**src/hdl/rrs_pkg.sv**
```systemverilog
`timescale 1ns / 1ps

package rrs_pkg;

  localparam int QUEUE_DEPTH = 16;
  localparam int IDX_W       = $clog2(QUEUE_DEPTH);
  localparam int CNT_W       = $clog2(QUEUE_DEPTH + 1);
  localparam int ID_W        = 8;
  localparam int TIME_W      = 16;

  localparam logic [TIME_W-1:0] QUANTUM_RESET = TIME_W'(3);

  typedef enum logic {
    OP_ADD   = 1'b0,
    OP_SLICE = 1'b1
  } op_t;

  typedef enum logic [1:0] {
    STAT_ADDED = 2'd0,
    STAT_RAN   = 2'd1,
    STAT_FULL  = 2'd2,
    STAT_EMPTY = 2'd3
  } status_t;

  typedef enum logic {
    BK_IDLE  = 1'b0,
    BK_SLICE = 1'b1
  } bk_state_t;

  typedef struct packed {
    op_t              op;
    logic [ID_W-1:0]  job_id;
    logic [TIME_W-1:0] burst_time;
  } cmd_t;

  typedef struct packed {
    logic [ID_W-1:0]   job_id;
    logic [TIME_W-1:0] time_left;
  } job_t;

  typedef struct packed {
    status_t           status;
    logic [ID_W-1:0]   slice_job;
    logic [TIME_W-1:0] run_time;
    logic [TIME_W-1:0] time_left;
    logic              finished;
  } res_t;

  function automatic logic [IDX_W-1:0] next_idx(input logic [IDX_W-1:0] i);
    return (i == IDX_W'(QUEUE_DEPTH - 1)) ? '0 : i + IDX_W'(1);
  endfunction

endpackage

```
**src/hdl/rrs_front.sv**
```systemverilog
`timescale 1ns / 1ps

module rrs_front (
  input  logic                      clk,
  input  logic                      rst_n,
  input  logic                      in_push,
  output logic                      in_full,
  input  logic                      in_op,
  input  logic [rrs_pkg::ID_W-1:0]  in_job_id,
  input  logic [rrs_pkg::TIME_W-1:0] in_burst_time,
  output logic                      cmd_valid,
  output rrs_pkg::cmd_t             cmd,
  input  logic                      cmd_pop
);
  import rrs_pkg::*;

  cmd_t       entry_r [2];
  logic       wr_ptr_r, wr_ptr_nxt;
  logic       rd_ptr_r, rd_ptr_nxt;
  logic [1:0] cnt_r, cnt_nxt;
  logic       do_push, do_pop;
  cmd_t       in_cmd;

  // classify the request
  always_comb begin
    in_cmd.op         = in_op ? OP_SLICE : OP_ADD;
    in_cmd.job_id     = in_job_id;
    in_cmd.burst_time = in_burst_time;
  end

  assign in_full   = (cnt_r == 2'd2);
  assign cmd_valid = (cnt_r != 2'd0);
  assign cmd       = entry_r[rd_ptr_r];
  assign do_push   = in_push && !in_full;
  assign do_pop    = cmd_pop && cmd_valid;

  always_comb begin
    wr_ptr_nxt = wr_ptr_r ^ do_push;
    rd_ptr_nxt = rd_ptr_r ^ do_pop;
    cnt_nxt    = cnt_r + {1'b0, do_push} - {1'b0, do_pop};
  end

  always_ff @(posedge clk) begin
    if (!rst_n) begin
      wr_ptr_r <= 1'b0;
      rd_ptr_r <= 1'b0;
      cnt_r    <= 2'd0;
    end else begin
      wr_ptr_r <= wr_ptr_nxt;
      rd_ptr_r <= rd_ptr_nxt;
      cnt_r    <= cnt_nxt;
    end
  end

  always_ff @(posedge clk) begin
    if (do_push) begin
      entry_r[wr_ptr_r] <= in_cmd;
    end
  end

endmodule

```
**src/hdl/rrs_back.sv**
```systemverilog
`timescale 1ns / 1ps

module rrs_back (
  input  logic                       clk,
  input  logic                       rst_n,
  input  logic                       cfg_we,
  input  logic [rrs_pkg::TIME_W-1:0] cfg_wdata,
  input  logic                       cmd_valid,
  input  rrs_pkg::cmd_t              cmd,
  output logic                       cmd_pop,
  input  logic                       res_full,
  output logic                       res_push,
  output rrs_pkg::res_t              res
);
  import rrs_pkg::*;

  job_t              mem [QUEUE_DEPTH];
  job_t              rd_data_r;
  logic              mem_we;
  job_t              mem_wdata;

  bk_state_t         state_r, state_nxt;
  logic [IDX_W-1:0]  head_r, head_nxt;
  logic [IDX_W-1:0]  tail_r, tail_nxt;
  logic [CNT_W-1:0]  count_r, count_nxt;
  logic [TIME_W-1:0] quantum_r;

  logic              start;
  logic              q_full, q_empty;
  logic [TIME_W-1:0] run_time, time_left;

  assign start   = cmd_valid && !res_full;
  assign q_full  = (count_r == CNT_W'(QUEUE_DEPTH));
  assign q_empty = (count_r == '0);

  assign run_time  = (rd_data_r.time_left < quantum_r) ? rd_data_r.time_left : quantum_r;
  assign time_left = rd_data_r.time_left - run_time;

  always_comb begin
    state_nxt = state_r;
    unique case (state_r)
      BK_IDLE: begin
        if (start && cmd.op == OP_SLICE && !q_empty) begin
          state_nxt = BK_SLICE;
        end
      end
      BK_SLICE: state_nxt = BK_IDLE;
      default:  state_nxt = BK_IDLE;
    endcase
  end

  always_comb begin
    cmd_pop   = 1'b0;
    res_push  = 1'b0;
    res       = '{status: STAT_ADDED, default: '0};
    mem_we    = 1'b0;
    mem_wdata = '{job_id: cmd.job_id, time_left: cmd.burst_time};
    head_nxt  = head_r;
    tail_nxt  = tail_r;
    count_nxt = count_r;
    unique case (state_r)
      BK_IDLE: begin
        if (start) begin
          cmd_pop = 1'b1;
          if (cmd.op == OP_ADD) begin
            res_push = 1'b1;
            if (q_full) begin
              res.status = STAT_FULL;
            end else begin
              res.status = STAT_ADDED;
              mem_we     = 1'b1;
              tail_nxt   = next_idx(tail_r);
              count_nxt  = count_r + CNT_W'(1);
            end
          end else if (q_empty) begin
            res_push   = 1'b1;
            res.status = STAT_EMPTY;
          end
        end
      end
      BK_SLICE: begin
        // head entry was fetched on the way in
        res_push      = 1'b1;
        res.status    = STAT_RAN;
        res.slice_job = rd_data_r.job_id;
        res.run_time  = run_time;
        res.time_left = time_left;
        head_nxt      = next_idx(head_r);
        if (time_left != '0) begin
          mem_we    = 1'b1;
          mem_wdata = '{job_id: rd_data_r.job_id, time_left: time_left};
          tail_nxt  = next_idx(tail_r);
        end else begin
          res.finished = 1'b1;
          count_nxt    = count_r - CNT_W'(1);
        end
      end
      default: ;
    endcase
  end

  always_ff @(posedge clk) begin
    if (!rst_n) begin
      state_r   <= BK_IDLE;
      head_r    <= '0;
      tail_r    <= '0;
      count_r   <= '0;
      quantum_r <= QUANTUM_RESET;
    end else begin
      state_r <= state_nxt;
      head_r  <= head_nxt;
      tail_r  <= tail_nxt;
      count_r <= count_nxt;
      if (cfg_we) begin
        quantum_r <= cfg_wdata;
      end
    end
  end

  always_ff @(posedge clk) begin
    if (mem_we) begin
      mem[tail_r] <= mem_wdata;
    end
    rd_data_r <= mem[head_r];
  end

  a_count_bound: assert property (@(posedge clk) disable iff (!rst_n)
    count_r <= CNT_W'(QUEUE_DEPTH))
    else $error("job count above depth");

  a_slice_nonempty: assert property (@(posedge clk) disable iff (!rst_n)
    state_r == BK_SLICE |-> !q_empty)
    else $error("slice on empty queue");

  a_push_room: assert property (@(posedge clk) disable iff (!rst_n)
    res_push |-> !res_full)
    else $error("result pushed into full queue");

  a_full_no_write: assert property (@(posedge clk) disable iff (!rst_n)
    (state_r == BK_IDLE && q_full) |-> !mem_we)
    else $error("write into full job queue");

  a_slice_one_result: assert property (@(posedge clk) disable iff (!rst_n)
    state_r == BK_SLICE |=> state_r == BK_IDLE && $past(res_push))
    else $error("slice did not complete in one cycle");

endmodule

```
**src/hdl/rrs_outq.sv**
```systemverilog
`timescale 1ns / 1ps

module rrs_outq (
  input  logic          clk,
  input  logic          rst_n,
  input  logic          res_push,
  input  rrs_pkg::res_t res,
  output logic          res_full,
  output logic          out_empty,
  input  logic          out_pop,
  output rrs_pkg::res_t out_res
);
  import rrs_pkg::*;

  res_t       entry_r [2];
  logic       wr_ptr_r, wr_ptr_nxt;
  logic       rd_ptr_r, rd_ptr_nxt;
  logic [1:0] cnt_r, cnt_nxt;
  logic       do_push, do_pop;

  assign res_full  = (cnt_r == 2'd2);
  assign out_empty = (cnt_r == 2'd0);
  assign out_res   = entry_r[rd_ptr_r];
  assign do_push   = res_push && !res_full;
  assign do_pop    = out_pop && !out_empty;

  always_comb begin
    wr_ptr_nxt = wr_ptr_r ^ do_push;
    rd_ptr_nxt = rd_ptr_r ^ do_pop;
    cnt_nxt    = cnt_r + {1'b0, do_push} - {1'b0, do_pop};
  end

  always_ff @(posedge clk) begin
    if (!rst_n) begin
      wr_ptr_r <= 1'b0;
      rd_ptr_r <= 1'b0;
      cnt_r    <= 2'd0;
    end else begin
      wr_ptr_r <= wr_ptr_nxt;
      rd_ptr_r <= rd_ptr_nxt;
      cnt_r    <= cnt_nxt;
    end
  end

  always_ff @(posedge clk) begin
    if (do_push) begin
      entry_r[wr_ptr_r] <= res;
    end
  end

endmodule

```
**src/hdl/round_robin_slice_scheduler.sv**
```systemverilog
`timescale 1ns / 1ps

// Channel   Handshake            Payload
// input     in_push / in_full    in_op, in_job_id, in_burst_time
// result    out_pop / out_empty  out_status, out_slice_job, out_run_time,
//                                out_time_left, out_finished
// config    cfg_we               cfg_wdata (quantum)
//
// Add request: handled in the executor's idle state; slice: job memory read,
// then compute and write back to the tail if time remains. No new request is
// taken while a slice is in progress; requests and results are registered in queues.
// Synchronous active-low reset empties both queues and the job FIFO and
// loads quantum with 3. Two-entry request and result queues let input and
// output stall independently; the executor waits while the result queue is full.

module round_robin_slice_scheduler (
  input  logic                       clk,
  input  logic                       rst_n,
  input  logic                       cfg_we,
  input  logic [rrs_pkg::TIME_W-1:0] cfg_wdata,
  input  logic                       in_push,
  output logic                       in_full,
  input  logic                       in_op,
  input  logic [rrs_pkg::ID_W-1:0]   in_job_id,
  input  logic [rrs_pkg::TIME_W-1:0] in_burst_time,
  output logic                       out_empty,
  input  logic                       out_pop,
  output logic [1:0]                 out_status,
  output logic [rrs_pkg::ID_W-1:0]   out_slice_job,
  output logic [rrs_pkg::TIME_W-1:0] out_run_time,
  output logic [rrs_pkg::TIME_W-1:0] out_time_left,
  output logic                       out_finished
);
  import rrs_pkg::*;

  logic cmd_valid, cmd_pop;
  cmd_t cmd;
  logic res_push, res_full;
  res_t res, out_res;

  rrs_front u_front (
    .clk           (clk),
    .rst_n         (rst_n),
    .in_push       (in_push),
    .in_full       (in_full),
    .in_op         (in_op),
    .in_job_id     (in_job_id),
    .in_burst_time (in_burst_time),
    .cmd_valid     (cmd_valid),
    .cmd           (cmd),
    .cmd_pop       (cmd_pop)
  );

  rrs_back u_back (
    .clk       (clk),
    .rst_n     (rst_n),
    .cfg_we    (cfg_we),
    .cfg_wdata (cfg_wdata),
    .cmd_valid (cmd_valid),
    .cmd       (cmd),
    .cmd_pop   (cmd_pop),
    .res_full  (res_full),
    .res_push  (res_push),
    .res       (res)
  );

  rrs_outq u_outq (
    .clk       (clk),
    .rst_n     (rst_n),
    .res_push  (res_push),
    .res       (res),
    .res_full  (res_full),
    .out_empty (out_empty),
    .out_pop   (out_pop),
    .out_res   (out_res)
  );

  assign out_status    = out_res.status;
  assign out_slice_job = out_res.slice_job;
  assign out_run_time  = out_res.run_time;
  assign out_time_left = out_res.time_left;
  assign out_finished  = out_res.finished;

endmodule
```
**config.mk**
```make
export PLATFORM = sky130hd
export DESIGN_NAME = round_robin_slice_scheduler
export DESIGN_NICKNAME = d
export VERILOG_FILES = /design/src/hdl/rrs_pkg.sv /design/src/hdl/rrs_front.sv /design/src/hdl/rrs_back.sv /design/src/hdl/rrs_outq.sv /design/src/hdl/round_robin_slice_scheduler.sv
export SDC_FILE = /design/constraint.sdc
export NUM_CORES = 1
export LEC_CHECK = 0
export BUFFER_PORTS_ARGS = -buffer_cell sky130_fd_sc_hd__buf_2
export CORE_ASPECT_RATIO = 1.2
export CORE_MARGIN = 1
export CORE_UTILIZATION = 50
export DETAILED_ROUTE_END_ITERATION = 7
export PLACE_DENSITY = 0.7
export SYNTH_ARGS = -nofsm -noshare
export SYNTH_HDL_FRONTEND = slang
export SYNTH_SLANG_ARGS = --single-unit
```
**constraint.sdc**
```tcl
create_clock -name clk -period 12.35 [get_ports clk]
set_input_delay 0.6175 -clock clk [delete_from_list [all_inputs] [get_ports clk]]
set_output_delay 0.6175 -clock clk [all_outputs]
set_load 0.005 [all_outputs]
```
Word-level counts from Yosys, hierarchy flattened. Memory sizes are Yosys's and may differ from the RTL's. A register that Yosys moved wholly into a read port is not among the register bits. Index checks and enable logic that the tools add are counted.

Register bits after elaboration: 38. Memory bits (writable): 520. Bits of input ports: 46. Output and inout bits: 45. Word-level logic and storage cells: 100. Memories kept: 3.

Add/subtract/negate cells: 9. $lt $le $gt $ge: 1. Equal/unequal tests: 10. Muxes and demuxes: 44. Bitwise logic cells: 5. Reductions and logical operators: 17.

Memory list: u_back.mem (words 16, bits a word 24, rd ports 1, clocked after Yosys merged registers in 1, write ports 1, line rrs_back.sv:17) `job_t mem [QUEUE_DEPTH];`; u_outq.entry_r (words 2, bits a word 43, rd ports 1, clocked after Yosys merged registers in 1, write ports 1, line rrs_outq.sv:15) `res_t entry_r [2];`; u_front.entry_r (words 2, bits a word 25, rd ports 1, clocked after Yosys merged registers in 1, write ports 1, line rrs_front.sv:17) `cmd_t entry_r [2];`.

Operator list (count): 2-to-1 mux 24 bit (2); 2-to-1 mux 41 bit (1); 2-to-1 mux 4 bit (6); 2-to-1 mux 1 bit (20); 2-to-1 mux 5 bit (4); less-than comparator 16 bit (1); 2-to-1 mux 16 bit (1); nonzero test 16 bit (1); subtractor 16 bit (1); one-hot mux 5 bit (2 select lines) (1); adder 4 x 1 -> 4 bit (second input constant) (2); == test 4 bit (second input constant) (2); 2-to-1 mux 2 bit (4); inequality test 2 bit (second input constant) (4); one-hot mux 4 bit (2 select lines) (1); AND reduction 4 bit (2); logical AND 1 bit (7); one-hot mux 1 bit (2 select lines) (3); adder 5 x 1 -> 5 bit (second input constant) (1); == test 5 bit (second input constant) (1); zero test 5 bit (1); subtractor 5 x 1 -> 5 bit (second input constant) (1); adder 2 x 1 -> 2 bit (2); == test 2 bit (second input constant) (2); 8 further kinds (15).

Longest topological paths before layout.
Word-level depth: 8. Mapped depth: 22. Mapped depth without buffers: 20.

By module. From an unflattened synthesis, not the netlist that was laid out.

Cells, all modules: 1289. Area total of the unflattened synthesis: 24269.5 um^2.

By module, submodules not included: rrs_back (times used 1, cells an instance 1027, area each 18574.1 um^2, sequential area each 12612.1 um^2); rrs_outq (times used 1, cells an instance 159, area each 3537.1 um^2, sequential area each 2682.6 um^2); rrs_front (times used 1, cells an instance 103, area each 2158.3 um^2, sequential area each 1601.5 um^2).

Least setup slack after synthesis. No wires, ideal clock.

Kind: register -> register. Start: register u_back.quantum_r[2]. End: memory u_back.mem[10][0] (netlist name), enable pin. Library setup time: 0.383 ns. Arrival time: 5.194 ns. Data required time: 11.967 ns. Path slack: 6.773 ns. Cell stages (with the launch flop): 22. Path buffers: 1. Period minus slack after synthesis: 5.577 ns. Cells stage by stage: dfxtp_1 inv_1 ha_1 a211o_1 a31oi_1 o41ai_1 a21oi_1 nor2_1 nor2_1 mux2_2 ha_1 fa_1 and2b_1 o2111ai_1 a21oi_1 o221a_2 and3b_1 and4b_2 a31oi_4 or2_4 buf_6 and3_1.

Word-level cells in the longest chain between the ends: 8.

Ends and longest elaborated chain: from (decl) (line rrs_back.sv:26) `logic [TIME_W-1:0] quantum_r;`; from (signal assigned) (line rrs_back.sv:115) `quantum_r <= cfg_wdata;`; less-than comparator 16 bit (line rrs_back.sv:36) `assign run_time = (rd_data_r.time_left < quantum_r) ? rd_data_r.time_left : quantum_r;`; 2-to-1 mux 16 bit * (line rrs_back.sv:36); subtractor 16 bit * (line rrs_back.sv:37) `assign time_left = rd_data_r.time_left - run_time;`; nonzero test 16 bit * (line rrs_back.sv:89) `if (time_left != '0) begin`; 2-to-1 mux 1 bit * (line rrs_back.sv:89); one-hot mux 1 bit (2 select lines) * (line rrs_back.sv:61) `unique case (state_r)`; 2-to-1 mux 1 bit * (line rrs_back.sv:121) `if (mem_we) begin`; 2-to-1 mux 1 bit (not written as such) * (line rrs_back.sv:122) `mem[tail_r] <= mem_wdata;`; to (decl) (line rrs_back.sv:17).

Mark *: on every way between the ends. The rest lies on a longest branch, timed or not.

Worst setup path after layout.
Start: register u_back.quantum_r[2]. End: memory u_back.mem[5][7] (netlist name), enable pin.

Same word-level chain as after synthesis.

==> run_results.csv <==
group,metric,value,unit
run_status,outcome,"finished clean",
critical_path,cp-endpoint,"u_back.mem[5][7]",
synthesis,synth_area,23660,sq um
grt,track_usage,21.13,%
critical_path,end_kind,"flip-flop",
critical_path,setup.worst_path.class,"reg2reg",
power_and_ir_drop,power.density,214.8,nW/um^2
synthesis,syn_avg_cell_area,18.42,sq um
synthesis,ys_seq_elements,584,
timing,slew_headroom,18.54,%
clock_tree,clk_pin_slew_worst_paths,0.07,ns
grt,antenna_found_initial,2,
floorplanning,die_y,240.3,microns
timing,tightest_slew,1.222,ns
routing,antenna_left,0,
timing,report.final.slew_viol_count,0,
grt,grt_max_degree,55,
floorplanning,rows,86,
layout,n_fill_cell,3408,
routing,routed_wirelength,49760,microns
clock_tree,cts_tree,"done",
place,numPortBuffers,90,
timing,grt_setup_unrepaired,"no",
critical_path,startpoint,"u_back.quantum_r[2]",
layout,area_growth,12.68,%
floorplanning,io_pins,91,
layout,nets,1498,
timing,max_freq,139.9,MHz
power_and_ir_drop,leakage,8.932,nW
place,hpwl,30890,microns
place,place_congestion,0.9347,
routing,drt-pass1-iter-count,5,
power_and_ir_drop,p_sw_share,29.52,%
grt,grt_remaining_overflow,0,
grt,grt_first_pass_wirelength,75550,microns
synthesis,synth-edff-count,520,
floorplanning,die_x,200.6,microns
critical_path,worstPathArrival,7.42,ns
timing,setup_viol,0,
critical_path,timing.rr.end,"u_back.mem[5][7]",
power_and_ir_drop,combPwrFrac,25.2,%
worst_hold_path,min_path_type,"in2reg",
power_and_ir_drop,clockPowerShare,28.5,%
power_and_ir_drop,irDropWorstVdd,0.00009680,V
routing,post-route-drc-count,0,
layout,post-route-util,57.61,%
power_and_ir_drop,p_seq_share,46.3,%
layout,drive_gt1_share,27.12,%
synthesis,synth_top_family_by_area,"multiplexers",
critical_path,startpoint_type,"flip-flop",
clock_tree,post-cts-setup-buffers,0,
synthesis,yosysWarnings,0,
clock_tree,clk_latency,0.59,ns
synthesis,muxShareOfSynthArea,16.14,%
critical_path,cp_max_fo,35,
timing,finalCritPeriodShare,57.89,%
synthesis,syn_inst,1284,
floorplanning,die_area,48190,sq um
routing,wl_per_cell,24.08,microns
floorplanning,core,46270,sq um
floorplanning,start_util,51.13,%
timing,skew,0.01850,ns
timing,fin_crit,7.149,ns
synthesis,synth_xor_area_share,0.7405,%
clock_tree,cts_max_level,2,
grt,grt_pass1_vias,12305,
synthesis,ys.flop_type,"edfxtp_1",
synthesis,yosys.area_share.simple,4.215,%
flow_run,maxCapViolCount,0,
critical_path,cp.required,12.62,ns
timing,hold_violations,0,
clock_tree,hold_buffers,0,
clock_tree,cts_root_buf,"clkbuf_16",
synthesis,synth-compound-area-share,3.226,%
routing,vias,12055,
clock_tree,clock_path_buffers,3,
synthesis,syn_nets,1379,
routing,vias_per_cell,5.835,
power_and_ir_drop,p_sw,1.690,mW
synthesis,synth_cell_type_count,64,
clock_tree,cts.sinks,584,
timing,fin_setup_tns,0,ns
synthesis,synthAdderAreaFrac,2.655,%
synthesis,synthArstFlopShare,0,%
clock_tree,cts.repair.resized,0,
synthesis,synth_seq_area_share,71.42,%
clock_tree,numCtsBuffers,54,
power_and_ir_drop,p_int,4.035,mW
critical_path,rr_worst_depth,23,
routing,drt-initial-drc-count,956,
critical_path,reg2reg_from,"u_back.quantum_r[2]",
critical_path,r2r_setup_slack,5.20,ns
-- worst min-delay path by stage --
stage,startpoint,end,slack [ns],cells past startpoint
final,in_burst_time[11],u_front.entry_r[1][11],0.21,1
after global routing,in_job_id[0],u_front.entry_r[1][16],0.19,1
after detailed placement,u_back.quantum_r[0],u_back.quantum_r[0],0.49,2
after floorplan,u_back.count_r[3],u_back.count_r[3],0.46,2
after CTS,in_job_id[0],u_front.entry_r[0][16],0.19,1
after global placement,u_back.count_r[2],u_back.count_r[2],0.47,2
-- cells by family (layout without fill, tap and decap cells) --
group	count (synthesis)	count (layout)
AO/OA/AOI/OAI	108	108
XOR/XNOR	20	20
adder cells (fa/ha/maj)	49	49
buffers and inverters	96	261
flip-flops	584	584
multiplexers	226	226
other	0	1
AND/OR/NAND/NOR	201	201
-- sequential cells by signal, indices dropped and copies added, names as in the netlist, named ones only --
name and flops:
u_front.cnt_r 2, u_back.rd_data_r 24, u_back.head_r 4, u_back.state_r 1, u_back.tail_r 4, u_back.count_r 5
u_outq.entry_r 86, u_front.wr_ptr_r 1, u_outq.wr_ptr_r 1, u_front.rd_ptr_r 1, u_back.quantum_r 16, u_back.mem 384
u_outq.cnt_r 2, u_outq.rd_ptr_r 1, u_front.entry_r 50
-- worst max-delay path, cell delays in order (launching register included) --
cell,delay [ns]
dfxtp_1,0.35
inv_1,0.05
ha_1,0.30
a211o_1,0.25
a31oi_1,0.31
o41ai_1,0.15
a21oi_1,0.19
nor2_1,0.07
nor2_2,0.36
buf_4,0.31
mux2_2,0.39
ha_1,0.21
fa_1,0.42
and2b_1,0.27
o2111ai_1,0.15
a21oi_1,0.38
o221a_2,0.28
and3b_1,0.17
and4b_2,0.28
a31oi_4,0.16
buf_4,0.42
or2_4,0.30
and3_1,0.66
buf_4,0.37
-- area by class of cell --
class	instances	area (sq um)	area share (%)
clock buffers	66	1416	5.314
flip-flops and latches	584	16910	63.43
clock inverters	36	335.3	1.258
multi-input cells	604	6390	23.97
well taps	616	770.7	2.891
repair buffers	123	698.2	2.619
diodes	1	2.502	0.009388
inverters	36	135.1	0.5069
-- placed cells by master, fill, tap and decap left out, drive strengths merged, types with 3 or more instances in the layout --
master and instances:
nand4 3, xnor2 15, nor3 5, and2 24, o21ai 24, nand2b 5
dfxtp 64, nor2 70, and3 18, inv 38, mux4 120, a31oi 6
nor2b 10, or3 4, o21bai 10, o22ai 7, ha 47, a21o 6
nor4 6, clkinv 25, mux2i 62, nand2 39, nand3 5, edfxtp 520
a211oi 4, buf 123, clkbuf 66, mux2 44, a21oi 23, o211ai 7
bufinv 5, xor2 5, o2111a 3, clkinvlp 4
-- Yosys cell counts, types with 3 or more instances --
| cell type | n | area share (%) |
|---|---|---|
| clkbuf_1 | 39 | 0.62 |
| mux4_2 | 120 | 11 |
| nor3_1 | 5 | 0.11 |
| o211ai_1 | 6 | 0.19 |
| and2_1 | 24 | 0.63 |
| a21o_1 | 6 | 0.19 |
| mux2_2 | 44 | 2.1 |
| o21ai_0 | 21 | 0.44 |
| nand4_1 | 3 | 0.079 |
| nand2b_1 | 5 | 0.13 |
| dfxtp_1 | 64 | 5.4 |
| o21bai_1 | 10 | 0.32 |
| a21oi_1 | 21 | 0.44 |
| a211oi_1 | 3 | 0.095 |
| o2111a_1 | 3 | 0.14 |
| or3_1 | 4 | 0.11 |
| nand3_1 | 5 | 0.11 |
| nor2b_1 | 10 | 0.26 |
| o21ai_1 | 3 | 0.063 |
| buf_2 | 8 | 0.17 |
| nor4_1 | 6 | 0.16 |
| buf_1 | 12 | 0.19 |
| a31oi_1 | 4 | 0.11 |
| xor2_1 | 5 | 0.19 |
| o22ai_1 | 7 | 0.19 |
| nand2_1 | 39 | 0.62 |
| nor2_1 | 70 | 1.1 |
| and3_1 | 18 | 0.48 |
| mux2i_1 | 62 | 2.6 |
| ha_1 | 47 | 2.5 |
| xnor2_1 | 15 | 0.56 |
| inv_1 | 35 | 0.56 |
| edfxtp_1 | 520 | 66 |
-- through the flow --
step                      setup slack (ns)  cell area, sq um  total power [mW]  hold WS (ns)  cells
after floorplan                      6.773             23660             3.639        0.4550   1284
after global placement               5.364             24900             4.089        0.4746   1963
after detailed placement             5.225             24900             4.125        0.4886   1963
after CTS                            5.160             26650             5.753        0.1861   2065
after global routing                 4.842             26650             5.976        0.1917   2065
final                                5.201             26660             5.725        0.2134   2066
-- per-layer routing --
| metal | up-vias | track usage, % | part of all wire [%] |
|---|---|---|---|
| li1 | 5329 | - | - |
| met1 | 6240 | 28.21 | 41 |
| met2 | 411 | 36.28 | 50 |
| met3 | 75 | 3.253 | 6.0 |
| met4 | 0 | 5.829 | 2.0 |
| met5 | - | 0 | 0 |
-- power by group through the flow --
stage                     Sequential (mW)  Clock (mW)  Combinational (mW)
after global placement               2.68           0                1.41
after global routing                 2.67        1.73                1.57
after floorplan                      2.63           0                1.01
after detailed placement             2.69           0                1.43
after CTS                            2.65        1.66                1.44
final                                2.65        1.63                1.44
(Power assumes the default switching activity.)
